--- src/hw/rtl/sqp_pkg.sv ---
// ----------------------------------------------------------------------------
// sqp_pkg
// Shared types and fixed-point constants for the quadrant sine pipeline.
// ----------------------------------------------------------------------------
package sqp_pkg;

  localparam int unsigned FracBits = 30;

  // 2/pi as unsigned Q0.32, truncated
  localparam logic [31:0] TwoOverPiQ32 = 32'd2734261102;
  // pi/2 as Q2.30, rounded (fits in 31 unsigned bits)
  localparam logic [30:0] HalfPiQ30 = 31'd1686629713;

  // odd polynomial coefficients, Q2.30
  localparam logic signed [31:0] CoefP1 = 32'sd1073738184;
  localparam logic signed [31:0] CoefP3 = -32'sd178937260;
  localparam logic signed [31:0] CoefP5 = 32'sd8918886;
  localparam logic signed [31:0] CoefP7 = -32'sd197193;

  localparam logic signed [31:0] OneQ30 = 32'sd1073741824;

  typedef logic signed [31:0] angle_t;
  typedef logic signed [31:0] sine_t;

  // reduced argument, Q2.30
  typedef logic signed [31:0] rarg_t;

  typedef struct packed {
    rarg_t r;
    logic  last;
  } red_t;

  typedef struct packed {
    logic signed [32:0] b;
    logic signed [29:0] m;
    logic               last;
  } poly_t;

endpackage

--- src/hw/rtl/sqp_sat.sv ---
// ----------------------------------------------------------------------------
// sqp_sat
// Final sum and clamp to +-1.0 in Q2.30, held in the output register.
// ----------------------------------------------------------------------------
module sqp_sat (
  input  logic           clk_i,
  input  logic           rst_ni,
  input  logic           in_valid_i,
  output logic           in_ready_o,
  input  sqp_pkg::poly_t in_i,
  output logic           out_valid_o,
  input  logic           out_ready_i,
  output sqp_pkg::sine_t sine_o,
  output logic           last_o
);
  import sqp_pkg::*;

  logic               v_q;
  logic               en;
  logic signed [33:0] sum;
  sine_t              sine_d, sine_q;
  logic               last_q;

  assign en         = !v_q || out_ready_i;
  assign in_ready_o = en;

  assign sum = 34'(in_i.b) + 34'(in_i.m);

  always_comb begin
    if (sum > 34'(OneQ30)) begin
      sine_d = OneQ30;
    end else if (sum < -34'(OneQ30)) begin
      sine_d = -OneQ30;
    end else begin
      sine_d = sum[31:0];
    end
  end

  always_ff @(posedge clk_i or negedge rst_ni) begin
    if (!rst_ni) begin
      v_q <= 1'b0;
    end else if (en) begin
      v_q <= in_valid_i;
    end
  end

  always_ff @(posedge clk_i) begin
    if (en) begin
      sine_q <= sine_d;
      last_q <= in_i.last;
    end
  end

  assign out_valid_o = v_q;
  assign sine_o      = sine_q;
  assign last_o      = last_q;

endmodule
--- config.mk ---
export PLATFORM = sky130hd
export DESIGN_NAME = sqp_sat
export DESIGN_NICKNAME = d
export VERILOG_FILES = /design/src/hw/rtl/sqp_pkg.sv /design/src/hw/rtl/sqp_sat.sv
export SDC_FILE = /design/constraint.sdc
export NUM_CORES = 1
export LEC_CHECK = 0
export BUFFER_PORTS_ARGS = -buffer_cell sky130_fd_sc_hd__buf_2
export CAP_MARGIN = 0
export CELL_PAD_IN_SITES_DETAIL_PLACEMENT = 0
export CELL_PAD_IN_SITES_GLOBAL_PLACEMENT = 1
export CORE_UTILIZATION = 41
export CTS_CLUSTER_DIAMETER = 100
export CTS_CLUSTER_SIZE = 16
export DETAILED_ROUTE_END_ITERATION = 7
export PLACE_DENSITY = 0.95
export SLEW_MARGIN = 20
export SYNTH_ARGS = -nofsm -noshare
export SYNTH_HDL_FRONTEND = slang
export SYNTH_SLANG_ARGS = --single-unit
--- constraint.sdc ---
create_clock -name clk_i -period 2.9 [get_ports clk_i]
set_input_delay 0.29 -clock clk_i [delete_from_list [all_inputs] [get_ports clk_i]]
set_output_delay 0.29 -clock clk_i [all_outputs]
set_load 0.01 [all_outputs]
; ---- Word-level counts from Yosys, hierarchy flattened
; Cells that the tools add are included.
[totals]
ff_bits = 34
elab_cells = 11
[op_classes]
mux = 1
n_reduce_logical = 3
n_lt_le_gt_ge = 2
addsub = 1
[op_table]
columns = op, n
row1 = $add 33x30->34, 1
row2 = $gt 34x32->1 const B, 1
row3 = $lt 34x31->1 const B, 1
row4 = $mux 32, 1
row5 = $reduce_or 2->1, 1
row6 = $logic_not 1->1, 1
row7 = $logic_or 1x1->1, 1

; ---- Longest topological paths before layout
; Gate-level depths: netlist of run 1.
[depth]
depth_word = 3
mapped_depth = 11
depth_no_buf = 10

; ---- Worst setup path before layout of run 1
; No wires, ideal clock.
[synth_path]
kind = input port to flip-flop
start = input in_i[1] (netlist bit)
end = register sine_q[11], in the netlist sine_o[11] (data pin)
path_buffers = 1
setup_slack_ns = -0.057
arrival_time_ns = 2.817
setup_ns = 0.141
stages = 11
path_cell_list = ha_1 -> fa_1 -> a211oi_2 -> o211ai_1 -> a31o_1 -> a211oi_2 -> o21bai_1 -> or3_1 -> a211o_1 -> buf_6 -> a21oi_2
[synth_between]
elab_chain_cells = 3
[synth_rtl]
columns = item, line
row1 = from (decl), sqp_sat.sv:10  ; input sqp_pkg::poly_t in_i,
row2 = $add 33x30->34 (*), sqp_sat.sv:27  ; assign sum = 34'(in_i.b) + 34'(in_i.m);
row3 = $gt 34x32->1 / $lt 34x31->1 (equally long branches), "sqp_sat.sv:30, sqp_sat.sv:32"
row4 = $reduce_or 2->1 (no line), -
row5 = to (signal assigned), sqp_sat.sv:49  ; sine_q <= sine_d;
row6 = to (decl), sqp_sat.sv:21  ; sine_t sine_d, sine_q;
; Every way passes the cells marked *; elsewhere a longest branch is shown, timed or not.
; A chain may end at the register's enable or synchronous reset.

; ---- Worst setup path after layout of run 1
[layout_path]
start = input in_i[1] (netlist bit)
end = register sine_q[3], in the netlist sine_o[3] (data pin)
; The elaborated chain is that of the path after synthesis.

==> metrics.txt, run 1 <==
detailed router's first-iteration violation count=between 200 and 300; sequential fraction of the synthesis area=between 30 and 40%; Post-synth EDFFs=33; pre-CTS setup slack=-0.274 ns; total die area=8090 um^2; peak supply drop=about 200 uV; vias in the first global route=2885; clock sinks=34; CP Max Fanout=16; Die Wd=90.0 um; largest net degree at the start of global routing=36; diode count=0; Rows=31; Slew HR=70.0%; # DRC=0; Post-Synthesis Cell Area=3170 um^2; Async SR Flop Fraction=2.94%; most frequent cells in the layout=buf_2 (100), a21oi_1 (50), nand2_1 (35); grt total ovfl=0; gr usage total=around 20%; nets=~600; Leak Pwr=0.00182 uW; Worst Tran Pin Value=0.446 ns; FF-to-FF path depth=2; Max Fclk=354 MHz; Vias=~3200; Slew Limit Fails=0; layout cells sized above 1=35.0%; Top FF cell, synth=edfxtp_1; Hold Path Class=in2reg; CTS H-tree lvls=2; first-pass detailed-route iteration total=5; cell taking the most area after synthesis=edfxtp_1; dpl hpwl=6610 um; Crit path required time=~3.0 ns; Post-DRT Antenna Nets=0; fin crit share=approximately 98%; DRT Wirelength=8430 um; clk slew on worst S/H paths=0.06 ns; fin crit period=between 2 and 3 ns; Initial Util=43.1%; Crit path arrival time=roughly 3 ns; Synth Register Bits=34; total CTS buffers=5; Worst Clk Skew=between 0.002 and 0.003 ns; CTS Buffer Depth=2; CP Capture Type=flip-flop; Yosys Warn Count=0; critical path class=in2reg; Hold Vio Cnt, Final=0; Root Buffer=clkbuf_8; syn nets=462; initial antenna violation count=0; P per Cell Area=431 nW/um^2; status=complete, no violations; # port buffers=102; Top Ports=around 100; height of the die=90.0 um; Synth area leaders=edfxtp_1 (31%), ha_1 (13%), a21oi_1 (8.8%); slack of the critical path=slightly above 0.07 ns; Maximum Capacitance Violations=0; CTS tree=built; launching element type of the critical path=input port; Synth Instances=360; vias per cell=5.56; Avg WL per Cell=~14 um; RePlAce Congestion=about 0.95; hold path depth=1; Clock Latency Late Sink=0.29 ns; Core ar.=7370 um^2; setup TNS=0 ns; most common cell after layout, fill and taps aside=buf_2; Synth top area share=31.2%; unrepaired setup endpoints after global routing=yes; Layout Area Growth over Synthesis=31.0%; post-synth cell types=53; Finish-stage setup viols=0; first-pass GRT wire length=13300 um; filler cell count=about 690; Mean Syn Cell Area=between 8 and 9 um^2
[area by class of cell]
type | count | area [um^2] | area share (%)
tap | 99 | 124 | 2.98
sequential | 34 | 1020 | 24.4
inverter | 12 | 45.0 | 1.08
timing repair buffer | 134 | 812 | 19.5
multi-input combinational | 295 | 2070 | 49.8
clock buffer | 7 | 86.3 | 2.08
clock inverter | 1 | 5.00 | 0.120
[synthesized netlist by cell type (all sizes together), types with 2 or more instances]
cell type	n
o31ai	2
edfxtp	33
a211o	2
o311ai	2
inv	12
a31oi	2
a21oi	67
xnor2	20
nand3	3
o21ai	23
or2	2
o211ai	5
clkbuf	14
o21a	4
o21bai	7
nand2b	3
nor2	27
and3	2
a21o	3
nand4	10
ha	33
buf	5
or3	3
a31o	2
nand2	35
nor3	5
xor2	8
a211oi	9
a21boi	3
[report_power, final]
part / total, uW / internal, uW / leakage (uW) / switching (uW)
sequential: 636 / 619 / 0.000363 / 16.7
clock: 353 / 191 / 0.0000482 / 162
combinational: 801 / 351 / 0.00141 / 450
[worst max-delay path, stage by stage]
cell,delay [ns]
buf_6,0.10
ha_4,0.15
fa_2,0.37
a211oi_4,0.30
o211ai_1,0.14
a31o_1,0.27
a211oi_2,0.20
o21bai_1,0.11
or3_1,0.33
a211o_4,0.38
buf_12,0.17
a21oi_1,0.16
[registers in the layout, summed over array words and instances (netlist names)]
| signal | count |
|---|---|
| out_valid_o | 1 |
| last_o | 1 |
| sine_o | 32 |
[final timing paths]
| kind | to | slack, ns | from |
|---|---|---|---|
| setup reg to reg | last_o | 1.72 | out_valid_o |
| hold / removal | last_o | 0.19 | in_i[0] |
| setup / recovery | sine_o[3] | 0.07 | in_i[1] |
| hold reg to reg | out_valid_o | 0.84 | out_valid_o |
| max in group asynchronous | out_valid_o | 2.52 | rst_ni |
| min in group asynchronous | out_valid_o | 0.30 | rst_ni |
[logic make-up (layout without fill, tap and decap cells)]
logic type	after synthesis	in the layout	share of synthesized area, %
compound gates	141	141	29.1
simple gates	92	92	13.0
fa+ha+maj	34	34	13.6
flops	34	34	32.0
buf+inv	31	154	4.46
xor+xnor	28	28	7.73
[layer usage]
layer  routed length (um)  track usage, %
met1                 3920            28.5
met2                 3860            31.6
met3                  533            2.45
met4                  117            5.91
met5                    0               0
[through the flow]
step	total power (uW)	util [%]	hold WS, ns	cell area [um^2]	std cells
floorplan	1130	-	-0.00559	3170	360
global placement	1380	53.3	0.0644	3930	568
detailed placement	1400	53.3	0.0670	3930	568
CTS	1740	54.7	0.185	4030	577
global route	1890	56.4	0.184	4160	582
finish	1790	56.4	0.186	4160	582
[timing repair]
item                                    CTS  global route
gates resized for setup                   0            13
endpoints found under the setup margin    0            31
hold buffers                              1             0
buffers inserted                          0             3
hold endpoints to repair                  1             0
No activity file was read; power rests on OpenSTA's default activity.
==> inputs of run 2 (changes only) <==
--- a/config.mk
+++ b/config.mk
@@ -13,7 +13,7 @@
 export CTS_CLUSTER_DIAMETER = 100
 export CTS_CLUSTER_SIZE = 16
 export DETAILED_ROUTE_END_ITERATION = 7
-export PLACE_DENSITY = 0.95
+export PLACE_DENSITY = 0.91
 export SLEW_MARGIN = 20
 export SYNTH_ARGS = -nofsm -noshare
 export SYNTH_HDL_FRONTEND = slang
==> metrics.txt, run 2 (same netlist as run 1, synthesis figures left out) <==
layout cells sized above 1=34.8% (-0.19 points); Logic pwr share=43.0% (-1.8 points); CP Buf/Inv Count=2 (unchanged); CP Max Fanout=8 (-8); status=complete, no violations; total CTS buffers=5 (unchanged); crit-path cells=buf_2 > ha_4 > fa_2 > a211oi_2 > o211ai_1 > a31o_1 > a211oi_2 > o21bai_1 > or3_1 > a211o_4 > clkbuf_16 > a21oi_1; dpl hpwl=6640 um (+0.38%); Critical Path Most Common Cell=a211oi_2; vias in the first global route=2795 (-3.1%); Layout Area Growth over Synthesis=30.7%; Slew Limit Fails=0 (unchanged); Clock Latency Late Sink=0.28 ns (about the same); Finish-stage setup viols=0 (unchanged); CP Launch Point=in_i[1]; fin crit period=2.82 ns (-0.00936 ns); Hold Path Class=in2reg; Initial Util=43.1% (unchanged); grt total ovfl=0 (unchanged); CTS H-tree lvls=2 (unchanged); # DRC=0 (unchanged); filler cell count=712 (+3.0%); gr usage total=19.5% (-0.43 points); # port buffers=102 (unchanged); Switching Share=34.1% (-1.0 points); most common cell after layout, fill and taps aside=buf_2; slack of the critical path=0.0809 ns (+0.00936 ns); P per Cell Area=447 nW/um^2 (+3.7%); peak supply drop=196 uV (-4.2%); diode count=0 (unchanged); Pint=1220 uW (+5.1%); Leak Pwr=0.00180 uW (-1.1%); Post-DRT Antenna Nets=0 (unchanged); WHS=0.182 ns (-0.00394 ns); Top Ports=103 (unchanged); first-pass detailed-route iteration total=5 (unchanged); number of flip-flops in the largest register=32 (unchanged); pre-CTS setup slack=-0.225 ns (+0.0483 ns); Hold Vio Cnt, Final=0 (unchanged); CTS Buffer Depth=2 (unchanged); Die Wd=90.0 um (unchanged); family with the most delay on the worst path=compound AO/OA/AOI/OAI gates; total die area=8090 um^2 (unchanged); FF-to-FF path depth=2 (unchanged); Crit path arrival time=2.95 ns (about the same); Avg WL per Cell=14.7 um (+1.3%); Layout Utilization=56.3% (-0.14 points); FF-to-FF End=sine_o[18]; HP Start=in_i[0]; area of the multi-input gates=2080 um^2 (+0.73%); first-pass GRT wire length=13100 um (-1.5%); Sw Pwr=632 uW (+0.50%); Worst Clk Skew=0.00534 ns (+0.00271 ns); initial antenna violation count=0 (unchanged); launching element type of the critical path=input port; Worst Tran Pin Value=0.432 ns (-0.0138 ns); R2R Path Start=out_valid_o; largest net degree at the start of global routing=36 (unchanged); Maximum Capacitance Violations=0 (unchanged); clock sinks=34 (unchanged); CP Capture Type=flip-flop; most frequent cells in the layout=buf_2 (102), a21oi_1 (46), nand2_1 (35); Slew HR=70.8% (+0.77 points); critical path's largest stage delay=0.40 ns (+0.02 ns); fin crit share=97.2% (-0.32 points); vias per cell=5.44 (-2.1%); critical path class=in2reg; Root Buffer=clkbuf_8; clk slew on worst S/H paths=0.07 ns (about the same); Crit path required time=3.04 ns (about the same); flop2flop setup slack=1.71 ns (about the same); number of setup buffers added after CTS=0 (unchanged); Vias=3136 (-3.1%); unrepaired setup endpoints after global routing=yes; Rows=31 (unchanged); register area=1020 um^2 (unchanged); DRT Wirelength=8450 um (+0.25%); Core ar.=7370 um^2 (unchanged); Flop pwr share=34.3% (-1.2 points); DP Cell Count=564 (-0.70%); height of the die=90.0 um (unchanged); CTS tree=built; Max Fclk=355 MHz (+0.33%); hold path depth=1 (unchanged); RePlAce Congestion=0.886 (-6.6%); worst hold endpoint=last_o; CP max stage cell=a211o_4; nets=578 (-1.0%); Clock Power Share=22.6% (+2.9 points); Post-Layout Cell Count=576 (-1.0%); detailed router's first-iteration violation count=202 (-28%)
-- run 2: changes by cell type in the layout (fill, tap and decap cells not counted), sizes merged --
cell    previous run  this run
buf              132       125
bufinv             0         1
clkbuf             8         9
clkinv             1         0
-- run 2: worst max path at each step --
stage / endpoint / slack [ns] / depth (start not counted)
2_1_floorplan: sine_o[11] / 0.01 / 11
3_3_place_gp: sine_o[28] / -0.13 / 12
3_5_place_dp: sine_o[20] / -0.23 / 12
4_1_cts: sine_o[20] / 0.05 / 12
5_1_grt: sine_o[20] / -0.02 / 12
6_report: sine_o[23] / 0.08 / 12
-- run 2: power groups by stage --
stage	Combinational (uW)	Clock [uW]	Sequential, uW
after floorplan	445	0	682
after global placement	730	0	646
after detailed placement	740	0	646
after CTS	744	415	636
after global routing	871	435	642
final	798	420	636
-- run 2: layout make-up --
class | count | share of cell area [%]
multi-input cells | 295 | 50.3
flip-flops and latches | 34 | 24.5
repair buffers | 128 | 18.6
well taps | 99 | 2.99
clock buffers | 7 | 1.84
inverters | 12 | 1.09
clock inverters | 1 | 0.724
-- run 2: metrics by stage --
stage	total power, uW	setup TNS (ns)	area (um^2)
floorplan	1130	0	3170
global placement	1380	-3.87	3900
detailed placement	1390	-5.30	3900
CTS	1800	0	4020
global route	1950	-0.139	4150
finish	1850	0	4150
-- run 2: per-layer routing --
metal / vias up / global-route usage (%) / share of wire [%]
li1: 1581 / - / -
met1: 1445 / 28.3 / 48
met2: 105 / 31.0 / 45
met3: 5 / 2.96 / 6.2
met4: 0 / 3.76 / 0.45
met5: - / 0 / 0
-- run 2: timing repair --
item                       CTS  global route
hold endpoints to repair     1             0
resized for setup            0            15
hold buffers                 1             0
setup endpoints to repair    0            13
==> inputs of run 3 (changes only) <==
--- a/config.mk
+++ b/config.mk
@@ -13,7 +13,8 @@
 export CTS_CLUSTER_DIAMETER = 100
 export CTS_CLUSTER_SIZE = 16
 export DETAILED_ROUTE_END_ITERATION = 7
-export PLACE_DENSITY = 0.91
+export GPL_ROUTABILITY_DRIVEN = 0
+export PLACE_DENSITY_LB_ADDON = 0.1
 export SLEW_MARGIN = 20
 export SYNTH_ARGS = -nofsm -noshare
 export SYNTH_HDL_FRONTEND = slang
==> metrics.txt, run 3 (same netlist as run 1, synthesis figures left out) <==
global route hottest layer=met2; CP Capture Type=flip-flop; # DRC=0 (unchanged); status=complete, no violations; gr usage total=21.4% (+1.9 points); Slew HR=69.4% (-1.4 points); peak supply drop=231 uV (+18%); Maximum Capacitance Violations=0 (unchanged); Worst Clk Skew=0.00892 ns (+0.00358 ns); Max Fclk=353 MHz (-0.49%); Crit path required time=3.04 ns (about the same); vias in the first global route=2939 (+5.2%); most common cell after layout, fill and taps aside=buf_2; clock sinks=34 (unchanged); Initial Util=43.1% (unchanged); Hold Vio Cnt, Final=0 (unchanged); Avg WL per Cell=15.0 um (+2.4%); R2R Path Start=out_valid_o; CP Max Fanout=6 (-2); Clock Latency Late Sink=0.28 ns (about the same); total CTS buffers=5 (unchanged); FF-to-FF path depth=2 (unchanged); critical path class=in2reg; Hold Path Class=in2reg; Finish-stage setup viols=0 (unchanged); diode count=0 (unchanged); Post-Layout Cell Count=591 (+2.6%); height of the die=90.0 um (unchanged); Layout Utilization=58.4% (+2.1 points); Top Ports=103 (unchanged); met3 Use GR=2.37% (-0.59 points); number of flip-flops in the largest register=32 (unchanged); largest net degree at the start of global routing=36 (unchanged); DP Cell Count=577 (+2.3%); CTS H-tree lvls=2 (unchanged); HP Start=in_i[0]; Slew Limit Fails=0 (unchanged); first-pass detailed-route iteration total=4 (-1); DRT Wirelength=8880 um (+5.1%); grt total ovfl=0 (unchanged); met1 GRT Util=31.0% (+2.7 points); most frequent cells in the layout=buf_2 (100), a21oi_1 (39), nand2_1 (35); worst hold endpoint=last_o; initial antenna violation count=0 (unchanged); Leak Pwr=0.00188 uW (+4.3%); Worst Tran Pin Value=0.456 ns (+0.0237 ns); Crit path arrival time=2.97 ns (+0.02 ns); layout cells sized above 1=38.4% (+3.6 points); hold path depth=1 (unchanged); Vias=3168 (+1.0%); Layout Area Growth over Synthesis=35.6%; Root Buffer=clkbuf_8; total die area=8090 um^2 (unchanged); vias per cell=5.36 (-1.5%); Post-DRT Antenna Nets=0 (unchanged); filler cell count=665 (-6.6%); FF-to-FF End=sine_o[9]; met2 Use GR=34.2% (+3.2 points); nets=593 (+2.6%); unrepaired setup endpoints after global routing=yes; clk slew on worst S/H paths=0.07 ns (about the same); Rows=31 (unchanged); P per Cell Area=421 nW/um^2 (-5.8%); first-pass GRT wire length=14100 um (+7.5%); CTS Buffer Depth=2 (unchanged); # port buffers=102 (unchanged); fin crit share=97.7% (+0.48 points); dpl hpwl=7150 um (+7.7%); Core ar.=7370 um^2 (unchanged); launching element type of the critical path=input port; flop2flop setup slack=1.70 ns (about the same); Die Wd=90.0 um (unchanged); CTS tree=built; fin crit period=2.83 ns (+0.0139 ns); detailed router's first-iteration violation count=230 (+14%)
-- run 3: cell types whose count changed in the layout (fill, tap and decap cells not counted), sizes merged --
cell and change:
clkinv +2, bufinv -1, buf +14
-- run 3: metrics by stage --
stage	setup slack [ns]	hold slack, ns	TNS [ns]	total power, uW	instance area [um^2]
final	0.0670	0.188	0	1810	4300
after global routing	-0.0776	0.174	-1.22	1930	4300
after CTS	0.0368	0.182	0	1740	4080
after global placement	-0.170	0.0673	-4.79	1410	3990
after detailed placement	-0.246	0.0743	-6.39	1420	3990
after floorplan	0.0142	-0.00559	0	1130	3170
-- run 3: worst max-delay path by stage --
stage | startpoint | to | slack, ns | cells after the start
final | in_i[1] | sine_o[15] | 0.07 | 12
after global routing | in_i[1] | sine_o[17] | -0.08 | 12
after CTS | in_i[1] | sine_o[25] | 0.04 | 12
after detailed placement | in_i[1] | sine_o[25] | -0.25 | 12
after global placement | in_i[1] | sine_o[26] | -0.17 | 12
after floorplan | in_i[1] | sine_o[11] | 0.01 | 11
-- run 3: area by class of cell --
class	instances	area (um^2)	share of cell area, %
multi-input cells	295	2130	49.4
flip-flops and latches	34	1020	23.6
repair buffers	143	910	21.1
well taps	99	124	2.88
clock buffers	6	72.6	1.69
inverters	12	45.0	1.05
clock inverters	2	10.0	0.233
-- run 3: power by group --
group | switching (uW) | internal [uW] | total [uW]
registers | 21.0 | 619 | 640
clock network | 159 | 166 | 325
logic | 467 | 378 | 846
-- run 3: what timing repair did --
action,CTS,global route
endpoints found under the hold margin,1,0
hold buffers,1,0
buffers inserted,0,1
gates resized for setup,0,28
endpoints found under the setup margin,0,31
-- run 3: per-layer routing --
layer,share of wire [%],up-vias
met4,1.3,0
met1,48,1454
li1,-,1614
met2,46,91
met5,0,-
met3,4.9,9
-- run 3: worst max-delay path, cell delays in order --
cell and delay, ns:
buf_6 0.10, ha_4 0.15, fa_2 0.36, a211oi_4 0.30
o211ai_1 0.14, a31o_1 0.27, a211oi_2 0.18, o21bai_1 0.10
or3_1 0.32, a211o_4 0.43, clkbuf_16 0.19, a21oi_2 0.14
