$ cat config.mk
export PLATFORM = sky130hd
export DESIGN_NAME = sqp_reduce
export DESIGN_NICKNAME = d
export VERILOG_FILES = /design/src/hw/rtl/sqp_pkg.sv /design/src/hw/rtl/sqp_reduce.sv
export SDC_FILE = /design/constraint.sdc
export NUM_CORES = 1
export LEC_CHECK = 0
export ABC_AREA = 1
export BUFFER_PORTS_ARGS = -buffer_cell sky130_fd_sc_hd__buf_4
export CAP_MARGIN = 5
export CORE_ASPECT_RATIO = 0.75
export CORE_MARGIN = 8
export CORE_UTILIZATION = 42
export DETAILED_ROUTE_END_ITERATION = 6
export GPL_TIMING_DRIVEN = 0
export HOLD_SLACK_MARGIN = 0.05
export PLACE_DENSITY_LB_ADDON = 0.08
export SYNTH_ARGS = -nofsm -noshare
export SYNTH_HDL_FRONTEND = slang
export SYNTH_SLANG_ARGS = --single-unit
export TNS_END_PERCENT = 5
$ cat constraint.sdc
create_clock -name clk_i -period 8.8 [get_ports clk_i]
set_input_delay 0.44 -clock clk_i [delete_from_list [all_inputs] [get_ports clk_i]]
set_output_delay 0.44 -clock clk_i [all_outputs]
set_load 0.05 [all_outputs]
$ cat src/hw/rtl/sqp_pkg.sv
// ----------------------------------------------------------------------------
// sqp_pkg
// Shared types and fixed-point constants for the quadrant sine pipeline.
// ----------------------------------------------------------------------------
package sqp_pkg;

  localparam int unsigned FracBits = 30;

  // 2/pi as unsigned Q0.32, truncated
  localparam logic [31:0] TwoOverPiQ32 = 32'd2734261102;
  // pi/2 as Q2.30, rounded (fits in 31 unsigned bits)
  localparam logic [30:0] HalfPiQ30 = 31'd1686629713;

  // odd polynomial coefficients, Q2.30
  localparam logic signed [31:0] CoefP1 = 32'sd1073738184;
  localparam logic signed [31:0] CoefP3 = -32'sd178937260;
  localparam logic signed [31:0] CoefP5 = 32'sd8918886;
  localparam logic signed [31:0] CoefP7 = -32'sd197193;

  localparam logic signed [31:0] OneQ30 = 32'sd1073741824;

  typedef logic signed [31:0] angle_t;
  typedef logic signed [31:0] sine_t;

  // reduced argument, Q2.30
  typedef logic signed [31:0] rarg_t;

  typedef struct packed {
    rarg_t r;
    logic  last;
  } red_t;

  typedef struct packed {
    logic signed [32:0] b;
    logic signed [29:0] m;
    logic               last;
  } poly_t;

endpackage

$ cat src/hw/rtl/sqp_reduce.sv
// ----------------------------------------------------------------------------
// sqp_reduce
// Four-stage range reduction: magnitude, quadrant, quadrant offset, reduced
// and sign-corrected argument.
// ----------------------------------------------------------------------------
module sqp_reduce (
  input  logic            clk_i,
  input  logic            rst_ni,
  input  logic            in_valid_i,
  output logic            in_ready_o,
  input  sqp_pkg::angle_t angle_i,
  input  logic            last_i,
  output logic            out_valid_o,
  input  logic            out_ready_i,
  output sqp_pkg::red_t   out_o
);
  import sqp_pkg::*;

  logic [3:0] v_q;
  logic [3:0] en;

  // stage 1: magnitude
  logic [31:0] raw;
  logic [31:0] mag_d, mag1_q;
  logic        neg1_q, last1_q;

  // stage 2: quadrant
  logic [63:0] prod;
  logic [6:0]  q_d, q2_q;
  logic [31:0] mag2_q;
  logic        neg2_q, last2_q;

  // stage 3: quadrant offset, odd quadrants take one more pi/2
  logic [7:0]  qeff;
  logic [38:0] qh_d, qh3_q;
  logic [31:0] mag3_q;
  logic        flip_d, flip3_q, last3_q;

  // stage 4: reduced argument
  logic signed [39:0] diff, rsel;
  rarg_t              r_d, r4_q;
  logic               last4_q;

  // advance a stage when it is empty or the next one advances
  always_comb begin
    en[3] = !v_q[3] || out_ready_i;
    en[2] = !v_q[2] || en[3];
    en[1] = !v_q[1] || en[2];
    en[0] = !v_q[0] || en[1];
  end

  assign in_ready_o = en[0];

  always_ff @(posedge clk_i or negedge rst_ni) begin
    if (!rst_ni) begin
      v_q <= '0;
    end else begin
      if (en[0]) v_q[0] <= in_valid_i;
      if (en[1]) v_q[1] <= v_q[0];
      if (en[2]) v_q[2] <= v_q[1];
      if (en[3]) v_q[3] <= v_q[2];
    end
  end

  assign raw   = $unsigned(angle_i);
  assign mag_d = raw[31] ? (32'd0 - raw) : raw;

  assign prod = 64'(mag1_q) * 64'(TwoOverPiQ32);
  assign q_d  = prod[62:56];

  assign qeff   = 8'(q2_q) + 8'(q2_q[0]);
  assign qh_d   = 39'(qeff) * 39'(HalfPiQ30);
  assign flip_d = q2_q[0] ^ q2_q[1] ^ neg2_q;

  assign diff = $signed({2'b00, mag3_q, 6'b000000}) - $signed({1'b0, qh3_q});
  assign rsel = flip3_q ? (40'sd0 - diff) : diff;
  assign r_d  = rsel[31:0];

  always_ff @(posedge clk_i) begin
    if (en[0]) begin
      mag1_q  <= mag_d;
      neg1_q  <= raw[31];
      last1_q <= last_i;
    end
    if (en[1]) begin
      q2_q    <= q_d;
      mag2_q  <= mag1_q;
      neg2_q  <= neg1_q;
      last2_q <= last1_q;
    end
    if (en[2]) begin
      qh3_q   <= qh_d;
      mag3_q  <= mag2_q;
      flip3_q <= flip_d;
      last3_q <= last2_q;
    end
    if (en[3]) begin
      r4_q    <= r_d;
      last4_q <= last3_q;
    end
  end

  assign out_valid_o = v_q[3];
  assign out_o.r     = r4_q;
  assign out_o.last  = last4_q;

endmodule

# After elaboration in Yosys (flattened, before gate mapping)
# Cells that the tools add are included.
# word_totals
register_bits,166
word_cells,36
inputBits,37
output_inout_bits,35
# classes
mul,2
mux,2
bitwise_logic,2
reduce_logical,8
add_sub_neg,4
# op_table
operator,count
1-bit by 32-bit subtractor with 32-bit output (first input constant),2
32-bit by 31-bit multiplier with 62-bit output (second input constant),1
8-bit by 31-bit multiplier with 32-bit output (second input constant),1
32-bit 2-to-1 mux,1
32-bit subtractor,1
31-bit 2-to-1 mux,1
7-bit by 1-bit adder with 8-bit output,1
1-bit logical NOT,4
1-bit logical OR,4
1-bit bitwise XOR,2

# Logic depth before layout (Yosys ltp)
# Gate-level depths: netlist (run 1).
# logic_depth
ltp_word,5
ltp_mapped,27
depth_no_buf,27

# Worst setup path after synthesis (run 1)
# OpenSTA, ideal clock, no wires.
# synth_path
kind,register to register
from,reg mag1_q[13]
to,"reg q2_q[2], data pin"
slack_ps,2648
required_ps,8535
path_stages_with_launch,21
setup_ps,265
t_arrival_ps,5887
synth_period_minus_slack_ps,6152
path_buffers,0
path_cell_list,edfxtp_1 inv_1 fa_1 fa_1 fa_1 inv_1 fa_1 fa_1 fa_1 fa_1 inv_1 fa_1 inv_1 ha_1 a21o_1 o21bai_1 a211oi_1 nand2_1 a21oi_1 o21ai_0 xor2_1
# synth_between
elab_chain_len,1
# synth_rtl
item,line_no,source
start: declaration,sqp_reduce.sv:24,"logic [31:0] mag_d, mag1_q;"
start signal: assignment,sqp_reduce.sv:81,mag1_q <= mag_d;
32-bit by 31-bit multiplier with 62-bit output,sqp_reduce.sv:68,assign prod = 64'(mag1_q) * 64'(TwoOverPiQ32);
named net prod[58],sqp_reduce.sv:28,logic [63:0] prod;
end signal: assignment,sqp_reduce.sv:86,q2_q <= q_d;
end: declaration,sqp_reduce.sv:29,"logic [6:0] q_d, q2_q;"
# The timed path passes the listed nets, and every way through them passes these cells.
# A chain may end at the register's enable or synchronous reset.

# Worst setup path after layout (run 1)
# layout_path
from,reg mag1_q[10]
to,"reg q2_q[2], data pin"
# Same word-level chain as after synthesis.

==> results of run 1 <==
## routing by layer
metal	GRT usage, %	part of all wire, %	up-vias
li1	-	-	9753
met1	29.2	48	9848
met2	32.4	43	460
met3	6.05	6.7	76
met4	4.96	2.1	0
met5	0	0	-
## registers in the layout (all words and copies together) (netlist names), 4 cells and up
register and flops:
mag1_q 32, mag2_q 26, mag3_q 26, q2_q 7, qh3_q 31, r4_q 31
v_q 4
## what timing repair did
item	in CTS	in global routing
hold buffers	1	0
resized for setup	0	0
hold endpoints to repair	4	0
## per-stage QoR
stage | setup WS (ns) | hold WS (ns)
CTS | 1.23 | 0.0836
global placement | 1.26 | 0.239
finish | 1.23 | 0.130
global route | 0.942 | 0.0976
detailed placement | 1.25 | 0.239
floorplan | 2.65 | 0.144
## final cells by class
| cell class | count | area [um^2] | share of cell area, % |
|---|---|---|---|
| clock buffer | 17 | 425 | 1.37 |
| timing repair buffer | 73 | 576 | 1.86 |
| inverter | 847 | 3180 | 10.3 |
| antenna | 1 | 2.50 | 0.00807 |
| sequential | 164 | 4900 | 15.8 |
| buffer | 7 | 33.8 | 0.109 |
| multi-input combinational | 2048 | 20600 | 66.3 |
| tap | 892 | 1120 | 3.60 |
| clock inverter | 15 | 205 | 0.662 |
## critical path, delay by kind of cell (launching register included)
kind            cells  cell delay, ns
xor+xnor            1            0.20
flops               1            0.92
buf+inv             4            0.55
fa+ha+maj           9            4.40
compound gates      5            1.12
simple gates        1            0.09
## kinds of logic (layout without fill, tap and decap cells)
logic type / count (synthesis) / count (layout) / share of synthesized area, %
simple gates: 788 / 788 / 12.0
buf+inv: 854 / 959 / 11.2
flops: 164 / 164 / 17.1
fa+ha+maj: 918 / 918 / 51.9
compound gates: 247 / 247 / 4.88
xor+xnor: 94 / 94 / 2.87
other cells: 1 / 2 / 0.0131
## cell usage after synthesis, types with 7 or more instances
master / instances
nor3_1: 22
o21bai_1: 8
ha_1: 465
nor2_2: 11
o21ai_0: 67
fa_1: 453
a21o_1: 12
nor2_1: 148
o31ai_1: 7
xor2_1: 59
nand3_1: 92
nand4_1: 38
nand2_2: 24
a21oi_1: 115
inv_1: 834
nand3b_1: 9
xnor2_1: 35
a31oi_1: 11
nand2_1: 416
inv_2: 11
edfxtp_1: 160
nor4_1: 11
## worst max path at each step
stage          startpoint  endpoint  slack, ns  depth (start not counted)
3_5_place_dp   mag1_q[10]   q2_q[2]       1.25                         20
5_1_grt        mag1_q[10]   q2_q[2]       0.94                         20
4_1_cts        mag1_q[10]   q2_q[2]       1.23                         20
6_report       mag1_q[10]   q2_q[2]       1.23                         20
2_1_floorplan  mag1_q[13]   q2_q[2]       2.65                         20
3_3_place_gp   mag1_q[10]   q2_q[2]       1.26                         20
==> metrics.md, run 1 <==
| Metric | Value |
|---|---|
| Post-route clock period utilization | `86.0%` |
| Vias per cell | `4.95` |
| Seq/Total Area, Yosys | `around 17%` |
| Post-synth EDFFs | `between 150 and 200` |
| Root Buffer | `clkbuf_16` |
| DR DRC count | `0` |
| Crit path max-delay cell type | `edfxtp_1` |
| Status | `complete, no violations` |
| Most frequent cells in the layout | `inv_1 (832), ha_1 (465), fa_1 (453)` |
| Slowest stage delay, CP | `about 0.9 ns` |
| Yosys top cell by area | `fa_1` |
| Nets | `4,113` |
| RSZ-0062 raised after global routing | `false` |
| CP cell instances | `inv_1 > fa_1 > fa_1 > fa_1 > inv_1 > fa_1 > fa_1 > fa_1 > fa_1 > inv_1 > fa_1 > inv_1 > ha_1 > a21o_1 > o21bai_1 > a211oi_1 > nand2_1 > a21oi_1 > o21ai_0 > xor2_1` |
| Synthesized area | `approximately 29,000 um^2` |
| Layout area overhead | `8.12%` |
| Hold Path Class | `input port to flip-flop` |
| Initial antenna violation count | `2` |
| Post-CTS Setup Inserts | `0` |
| Asr flop ratio synth | `under 10%` |
| Critical path data arrival time | `between 7 and 8 ns` |
| Die area | `77,000 um^2` |
| Syn_area_per_cell | `about 9.3 um^2` |
| Hold depth | `1` |
| Relative slew slack | `between 10% and 20%` |
| Rows | `83` |
| Most area-consuming cells after synthesis | `fa_1 (32%), ha_1 (20%), edfxtp_1 (17%), inv_1 (11%), nand2_1 (5.4%)` |
| Top cell type's share of synthesized area | `a little under a third` |
| Die Wd | `around 320 um` |
| Max-cap violations | `0` |
| Setup Skew | `around 0.014 ns` |
| Hold path start | `last_i` |
| ANT nets after route | `0` |
| #FFs+latches synth | `approximately 160` |
| Height of the die | `242 um` |
| Design area | `31,000 um^2` |
| Placement Cell Area | `about 30,000 um^2` |
| Gate Count Post-Synth | `between 3,000 and 4,000` |
| # setup viols final | `0` |
| Actual slew at the worst max-slew pin | `approximately 1.2 ns` |
| Initial core utilization | `42.1%` |
| Register clock-pin slew on the reported worst setup and hold paths | `about 0.070 ns` |
| Global route total overflow | `0` |
| Placed Cells incl. Taps | `slightly above 4,000` |
| GRT Util Overall | `a little over a fifth` |
| Hold Path Sink | `last1_q` |
| Synth Flop Type | `edfxtp_1` |
| Critical Path Source Type | `flip-flop` |
| Estimated wirelength of the detail-placed design | `around 70 mm` |
| First-pass GRT wire length | `roughly 120 mm` |
| GPL Wtd Cong | `0.930` |
| CORE AREA | `between 60,000 and 70,000 um^2` |
| TritonRoute pass-1 iters | `5` |
| CTS tree | `built` |
| Final hold violation count | `0` |
| H-Tree Depth | `4` |
| IO buf count | `70` |
| Final Max Tran Viols | `0` |
| R2r setup slk | `1.23 ns` |
| Non-filler cells, final | `4,064` |
| CTS Buf Count | `17` |
| Clock Sinks | `164` |
| Clock tree buffer depth | `2` |
| Yosys warns | `0` |
| Worst R2R Path Depth | `20` |
| Crit path required time | `9.01 ns` |
| Pin count of the biggest net entering global routing | `47` |
| Vias in the first global route | `21,748` |
| Critical path peak fanout | `7` |
| Unique cell type count in the Yosys netlist | `46` |
| Leading cell type in the layout, fill and taps excluded | `inv_1` |
| Layout cell share with drive strength beyond 1 | `5.46%` |
| Worst Setup End Kind | `flip-flop` |
| FF-to-FF End | `q2_q[2]` |
| Post-route minimum period | `around 7.6 ns` |
| Fin util | `about 46%` |
| WL per Instance | `19.4 um` |
| Fill cells | `between 6,000 and 7,000` |
| Setup_tns | `0 ns` |
| Detailed Route WL | `around 79 mm` |
| Syn_nets | `just over 4,000` |
| Via count | `~20,000` |
| Clock latency on the worst-skew pair | `between 0.4 and 0.5 ns` |
| Worst R2R Start | `mag1_q[10]` |
| I/O Pins | `72` |
| Kind of critical path | `flip-flop to flip-flop` |
| First-iteration detailed-routing DRC count | `between 1,000 and 1,500` |
| Most used cell, CP | `fa_1` |
| Max Freq | `approximately 130 MHz` |
Power of run 1 is left out: the tool's default activity adds up to more than one toggle a clock period on the data nets, which glitch-free logic cannot reach.
==> inputs of run 2 (changes only) <==
- CORE_UTILIZATION: 42 -> 28
==> run 2 against run 1 <==
Sequential cell count stayed put; final area is 1.7% higher; die area is 47% higher; via count is 0.27% lower; register-to-register slack better by 0.23 ns; critical endpoint unchanged.
==> metrics.md, run 2 (same netlist as run 1, synthesis figures left out) <==
| Metric | Value |
|---|---|
| Most Crowded Layer GR | `met2` |
| Layout cell share with drive strength beyond 1 | `between 5 and 6%` |
| Setup Skew | `0.0158 ns` |
| Register clock-pin slew on the reported worst setup and hold paths | `0.08 ns` |
| Post-route clock period utilization | `a little over four fifths` |
| Initial antenna violation count | `7` |
| Clock Sinks | `164` |
| M1 GR Usage | `23.7%` |
| ANT nets after route | `0` |
| Nets | `between 4,000 and 5,000` |
| Max-cap violations | `0` |
| Worst R2R Start | `mag1_q[13]` |
| Top reg by flops | `mag1_q` |
| Height of the die | `293 um` |
| Via count | `around 20,000` |
| Critical path peak fanout | `6` |
| Max Freq | `136 MHz` |
| Fin util | `slightly above 30%` |
| Initial core utilization | `28.3%` |
| Global route total overflow | `0` |
| Fill cells | `about 11,000` |
| Critical path data arrival time | `between 7 and 8 ns` |
| Hold Path Class | `input port to flip-flop` |
| CTS tree | `built` |
| GPL Wtd Cong | `just under 0.9` |
| Met2 Use GR | `a little under a quarter` |
| First-iteration detailed-routing DRC count | `a little over 1,000` |
| Met3 Track Usage GR | `2.70%` |
| Status | `complete, no violations` |
| Post-route minimum period | `between 7 and 8 ns` |
| Final hold violation count | `0` |
| Max FFs per register | `32` |
| Vias in the first global route | `between 20,000 and 25,000` |
| Critical Path Source Type | `flip-flop` |
| TritonRoute pass-1 iters | `5` |
| Number of diodes | `0` |
| IO buf count | `70` |
| GRT Util Overall | `approximately 16%` |
| Relative slew slack | `between 10% and 20%` |
| Vias per cell | `~4.5` |
| Kind of critical path | `flip-flop to flip-flop` |
| Rows | `~100` |
| Setup_tns | `0 ns` |
| Actual slew at the worst max-slew pin | `1.20 ns` |
| CTS Buf Count | `17` |
| Leading cell type in the layout, fill and taps excluded | `inv_1` |
| Clock tree buffer depth | `2` |
| Die area | `113,000 um^2` |
| Placement Cell Area | `roughly 31,000 um^2` |
| WL per Instance | `about 19 um` |
| H-Tree Depth | `4` |
| Worst Setup End Kind | `flip-flop` |
| Clock latency on the worst-skew pair | `roughly 0.49 ns` |
| DR DRC count | `0` |
| Largest registers | `mag1_q x32, qh3_q x31, r4_q x31` |
| Design area | `between 30,000 and 40,000 um^2` |
| RSZ-0062 raised after global routing | `false` |
| First-pass GRT wire length | `approximately 130 mm` |
| CORE AREA | `101,000 um^2` |
| I/O Pins | `between 70 and 80` |
| Pin count of the biggest net entering global routing | `45` |
| # setup viols final | `0` |
| Crit path required time | `~9.0 ns` |
| Setup crit start | `mag1_q[13]` |
| Die Wd | `slightly below 400 um` |
| Estimated wirelength of the detail-placed design | `~76 mm` |
| Root Buffer | `clkbuf_16` |
| Detailed Route WL | `86.8 mm` |
| Most frequent cells in the layout | `inv_1 (832), ha_1 (465), fa_1 (453)` |
| Final Max Tran Viols | `0` |
| Hold path start | `last_i` |
| Layout area overhead | `9.98%` |
run 2: cell types whose count changed in the layout (fill, tap and decap cells not counted), sizes merged:
cell,before,now
bufinv,1,0
buf,74,75
diode,1,0
inv,852,855
clkinv,9,7
run 2: worst paths after layout:
check | cells past startpoint | slack, ns | to
min reg2reg | 0 | 0.40 | mag3_q[10]
max reg2reg | 20 | 1.46 | q2_q[2]
max in group asynchronous | 2 | 8.42 | v_q[0]
max | 20 | 1.46 | q2_q[2]
min in group asynchronous | 2 | 0.27 | v_q[2]
min | 1 | 0.12 | last1_q
run 2: timing repair:
item	in CTS	in global routing
hold endpoints to repair	4	0
resized for setup	0	0
hold buffers	1	0
buffers inserted	0	0
run 2: metal layers:
metal | vias up | routed length, um
li1 | 9747 | -
met1 | 9986 | 45700
met2 | 311 | 36900
met3 | 38 | 3530
met4 | 0 | 717
met5 | - | 0
run 2: per-stage QoR:
stage               hold slack (ns)  setup WS [ns]  cells
floorplan                     0.144           2.65   3066
global placement              0.238           1.37   4475
detailed placement            0.242           1.36   4477
CTS                          0.0781           1.37   4510
global route                 0.0795           1.06   4511
finish                        0.124           1.46   4511
run 2: critical path, cell delays in order, from the launching register on:
cell and delay [ns]:
edfxtp_1 0.82, inv_1 0.42, fa_1 0.61, fa_1 0.43, fa_1 0.52, inv_1 0.06
fa_1 0.58, fa_1 0.44, fa_1 0.46, fa_1 0.54, inv_1 0.07, fa_1 0.48
inv_1 0.04, ha_1 0.31, a21o_1 0.18, o21bai_1 0.16, a211oi_1 0.37, nand2_1 0.09
a21oi_1 0.13, o21ai_0 0.15, xor2_1 0.18
run 2: final cells by class:
cell class                      count  area [um^2]  share of cell area (%)
Multi-Input combinational cell   2048        20600                    65.2
Sequential cell                   164         4900                    15.6
Inverter                          847         3180                    10.1
Tap cell                         1339         1680                    5.31
Timing Repair Buffer               74          603                    1.91
Clock buffer                       17          425                    1.35
Clock inverter                     15          155                   0.492
Buffer                              7         33.8                   0.107
Power of run 2 is left out for the same reason.
==> inputs of run 3 (changes only) <==
- clock period: 8.8 -> 6.9 ns (I/O delays scaled with it)
==> run 3 against run 2 <==
Clock-buffer cell count did not move; utilization rose by 0.67 points; final cell count rose by 1.7%; setup slack got worse by 1.2 ns; highest routed layer unchanged; die area did not move; via count rose by 1.1%; clock skew fell by 0.0018 ns; critical path depth rose by 4; register-to-register slack got worse by 1.2 ns; critical endpoint unchanged; maximum frequency rose by 9.9%.
==> metrics.md, run 3 (same netlist as run 1, synthesis figures left out) <==
| Metric | Value |
|---|---|
| Height of the die | `approximately 290 um` |
| Final worst setup slack | `~0.22 ns` |
| Critical Path Source Type | `flip-flop` |
| Root Buffer | `clkbuf_16` |
| Clock tree buffer depth | `2` |
| CTS Buf Count | `17` |
| Estimated wirelength of the detail-placed design | `76.5 mm` |
| Worst Setup End Kind | `flip-flop` |
| Status | `complete, no violations` |
| Post-route clock period utilization | `between 90% and 100%` |
| Relative slew slack | `19.0%` |
| Rows | `between 100 and 150` |
| Post-route minimum period | `roughly 6.7 ns` |
| Critical path peak fanout | `6` |
| Clock Sinks | `about 160` |
| Hold Path Class | `input port to flip-flop` |
| Number of diodes | `0` |
| Via count | `between 20,000 and 25,000` |
| Critical path data arrival time | `~7 ns` |
| Pin count of the biggest net entering global routing | `45` |
| Max Freq | `about 150 MHz` |
| Setup Skew | `~0.014 ns` |
| RSZ-0062 raised after global routing | `true` |
| Worst R2R Path Depth | `24` |
| Slowest stage delay, CP | `0.51 ns` |
| H-Tree Depth | `4` |
| Clock latency on the worst-skew pair | `a little under 0.5 ns` |
| Most used cell, CP | `inv_1` |
| Place WS | `-0.538 ns` |
| Most frequent cells in the layout | `inv_1 (826), ha_1 (465), fa_1 (453)` |
| Final Max Tran Viols | `0` |
| Placed Cells incl. Taps | `approximately 4,500` |
| First-pass GRT wire length | `about 130 mm` |
| Register clock-pin slew on the reported worst setup and hold paths | `about 0.08 ns` |
| Non-filler cells, final | `4,587` |
| Top reg by flops | `mag1_q` |
| IO buf count | `70` |
| FF-to-FF End | `q2_q[2]` |
| Largest registers | `mag1_q x32, qh3_q x31, r4_q x31` |
| Detailed Route WL | `87.8 mm` |
| Final hold violation count | `0` |
| ANT nets after route | `0` |
| Initial antenna violation count | `5` |
| Initial core utilization | `~28%` |
| Die area | `around 110,000 um^2` |
| R2r setup slk | `between 0.2 and 0.25 ns` |
| # setup viols final | `0` |
| I/O Pins | `72` |
| Max-cap violations | `0` |
| Crit path max-delay cell type | `fa_1` |
| GRT Util Overall | `15.8%` |
| Vias in the first global route | `21,804` |
| Hold path start | `angle_i[31]` |
| Setup_tns | `0 ns` |
| Layout area overhead | `12.4%` |
| CORE AREA | `101,000 um^2` |
| Crit path required time | `7.13 ns` |
| DR DRC count | `0` |
| GPL Wtd Cong | `a little under 0.9` |
| Actual slew at the worst max-slew pin | `approximately 1.2 ns` |
| Die Wd | `385 um` |
| Vias per cell | `4.43` |
| Fin util | `a little under a third` |
| Nets | `between 4,000 and 5,000` |
| Hold depth | `1` |
| Global route total overflow | `0` |
| CP cell instances | `buf_4 > ha_1 > inv_1 > fa_1 > inv_1 > ha_1 > inv_1 > fa_1 > fa_1 > inv_1 > ha_1 > inv_1 > fa_1 > inv_1 > fa_1 > ha_1 > nand2_1 > inv_1 > a21oi_1 > o21bai_1 > a21oi_1 > a21boi_1 > o21ai_0 > xor2_1` |
| TritonRoute pass-1 iters | `5` |
| WL per Instance | `around 19 um` |
| CTS tree | `built` |
| Layout cell share with drive strength beyond 1 | `slightly below 8%` |
| Hold Path Sink | `neg1_q` |
| First-iteration detailed-routing DRC count | `930` |
| Kind of critical path | `flip-flop to flip-flop` |
| Worst R2R Start | `mag1_q[11]` |
| Leading cell type in the layout, fill and taps excluded | `inv_1` |
| Max FFs per register | `32` |
[run 3: cell types whose count changed in the layout (fill, tap and decap cells not counted), sizes merged]
cell / change
inv: -4
buf: +73
dlygate4sd3: +3
clkinvlp: +4
[run 3: worst max path at each step]
stage                from       to  slack (ns)  cells after the start
4_1_cts         mag1_q[3]  q2_q[1]        0.03                     21
3_3_place_gp   mag1_q[12]  q2_q[2]       -0.53                     20
2_1_floorplan  mag1_q[13]  q2_q[2]        0.75                     20
5_1_grt        mag1_q[12]  q2_q[4]       -0.02                     23
6_report       mag1_q[11]  q2_q[2]        0.22                     24
3_5_place_dp   mag1_q[12]  q2_q[2]       -0.54                     21
[run 3: timing repair]
action | 4_1_cts | 5_1_grt
endpoints found under the hold margin | 7 | 0
hold buffers | 4 | 0
resized for setup | 0 | 12
setup buffers | 46 | 27
pin swaps | 0 | 0
setup endpoints to repair | 7 | 7
[run 3: worst max-delay path: cells and delay by family (launching register included)]
family                   cells  cell delay [ns]
flip-flops                   1             0.48
AO/OA/AOI/OAI                5             1.04
AND/OR/NAND/NOR              1             0.15
adder cells (fa/ha/maj)      9             3.83
buffers and inverters        8             0.70
XOR/XNOR                     1             0.17
[run 3: layout make-up]
type / instances / area [um^2]
Buffer: 7 / 33.8
Clock buffer: 17 / 425
Fill cell: 10675 / 69100
Multi-Input combinational cell: 2048 / 20600
Clock inverter: 15 / 155
Sequential cell: 164 / 4900
Timing Repair Buffer: 150 / 1260
Tap cell: 1339 / 1680
Inverter: 847 / 3190
[run 3: metal layers]
| metal | share of wire [%] | track usage, % | vias up |
|---|---|---|---|
| met3 | 4.2 | 2.70 | 37 |
| met5 | 0 | 0 | - |
| met1 | 52 | 23.7 | 10071 |
| met2 | 43 | 24.3 | 306 |
| li1 | - | - | 9892 |
| met4 | 0.90 | 2.07 | 0 |
[run 3: through the flow]
step | hold slack [ns] | instance area [um^2]
final | 0.130 | 32200
after global routing | 0.109 | 32200
after CTS | 0.0843 | 31900
after detailed placement | 0.147 | 30900
after global placement | 0.143 | 30900
after floorplan | 0.0494 | 28700
Power of run 3 is left out for the same reason.
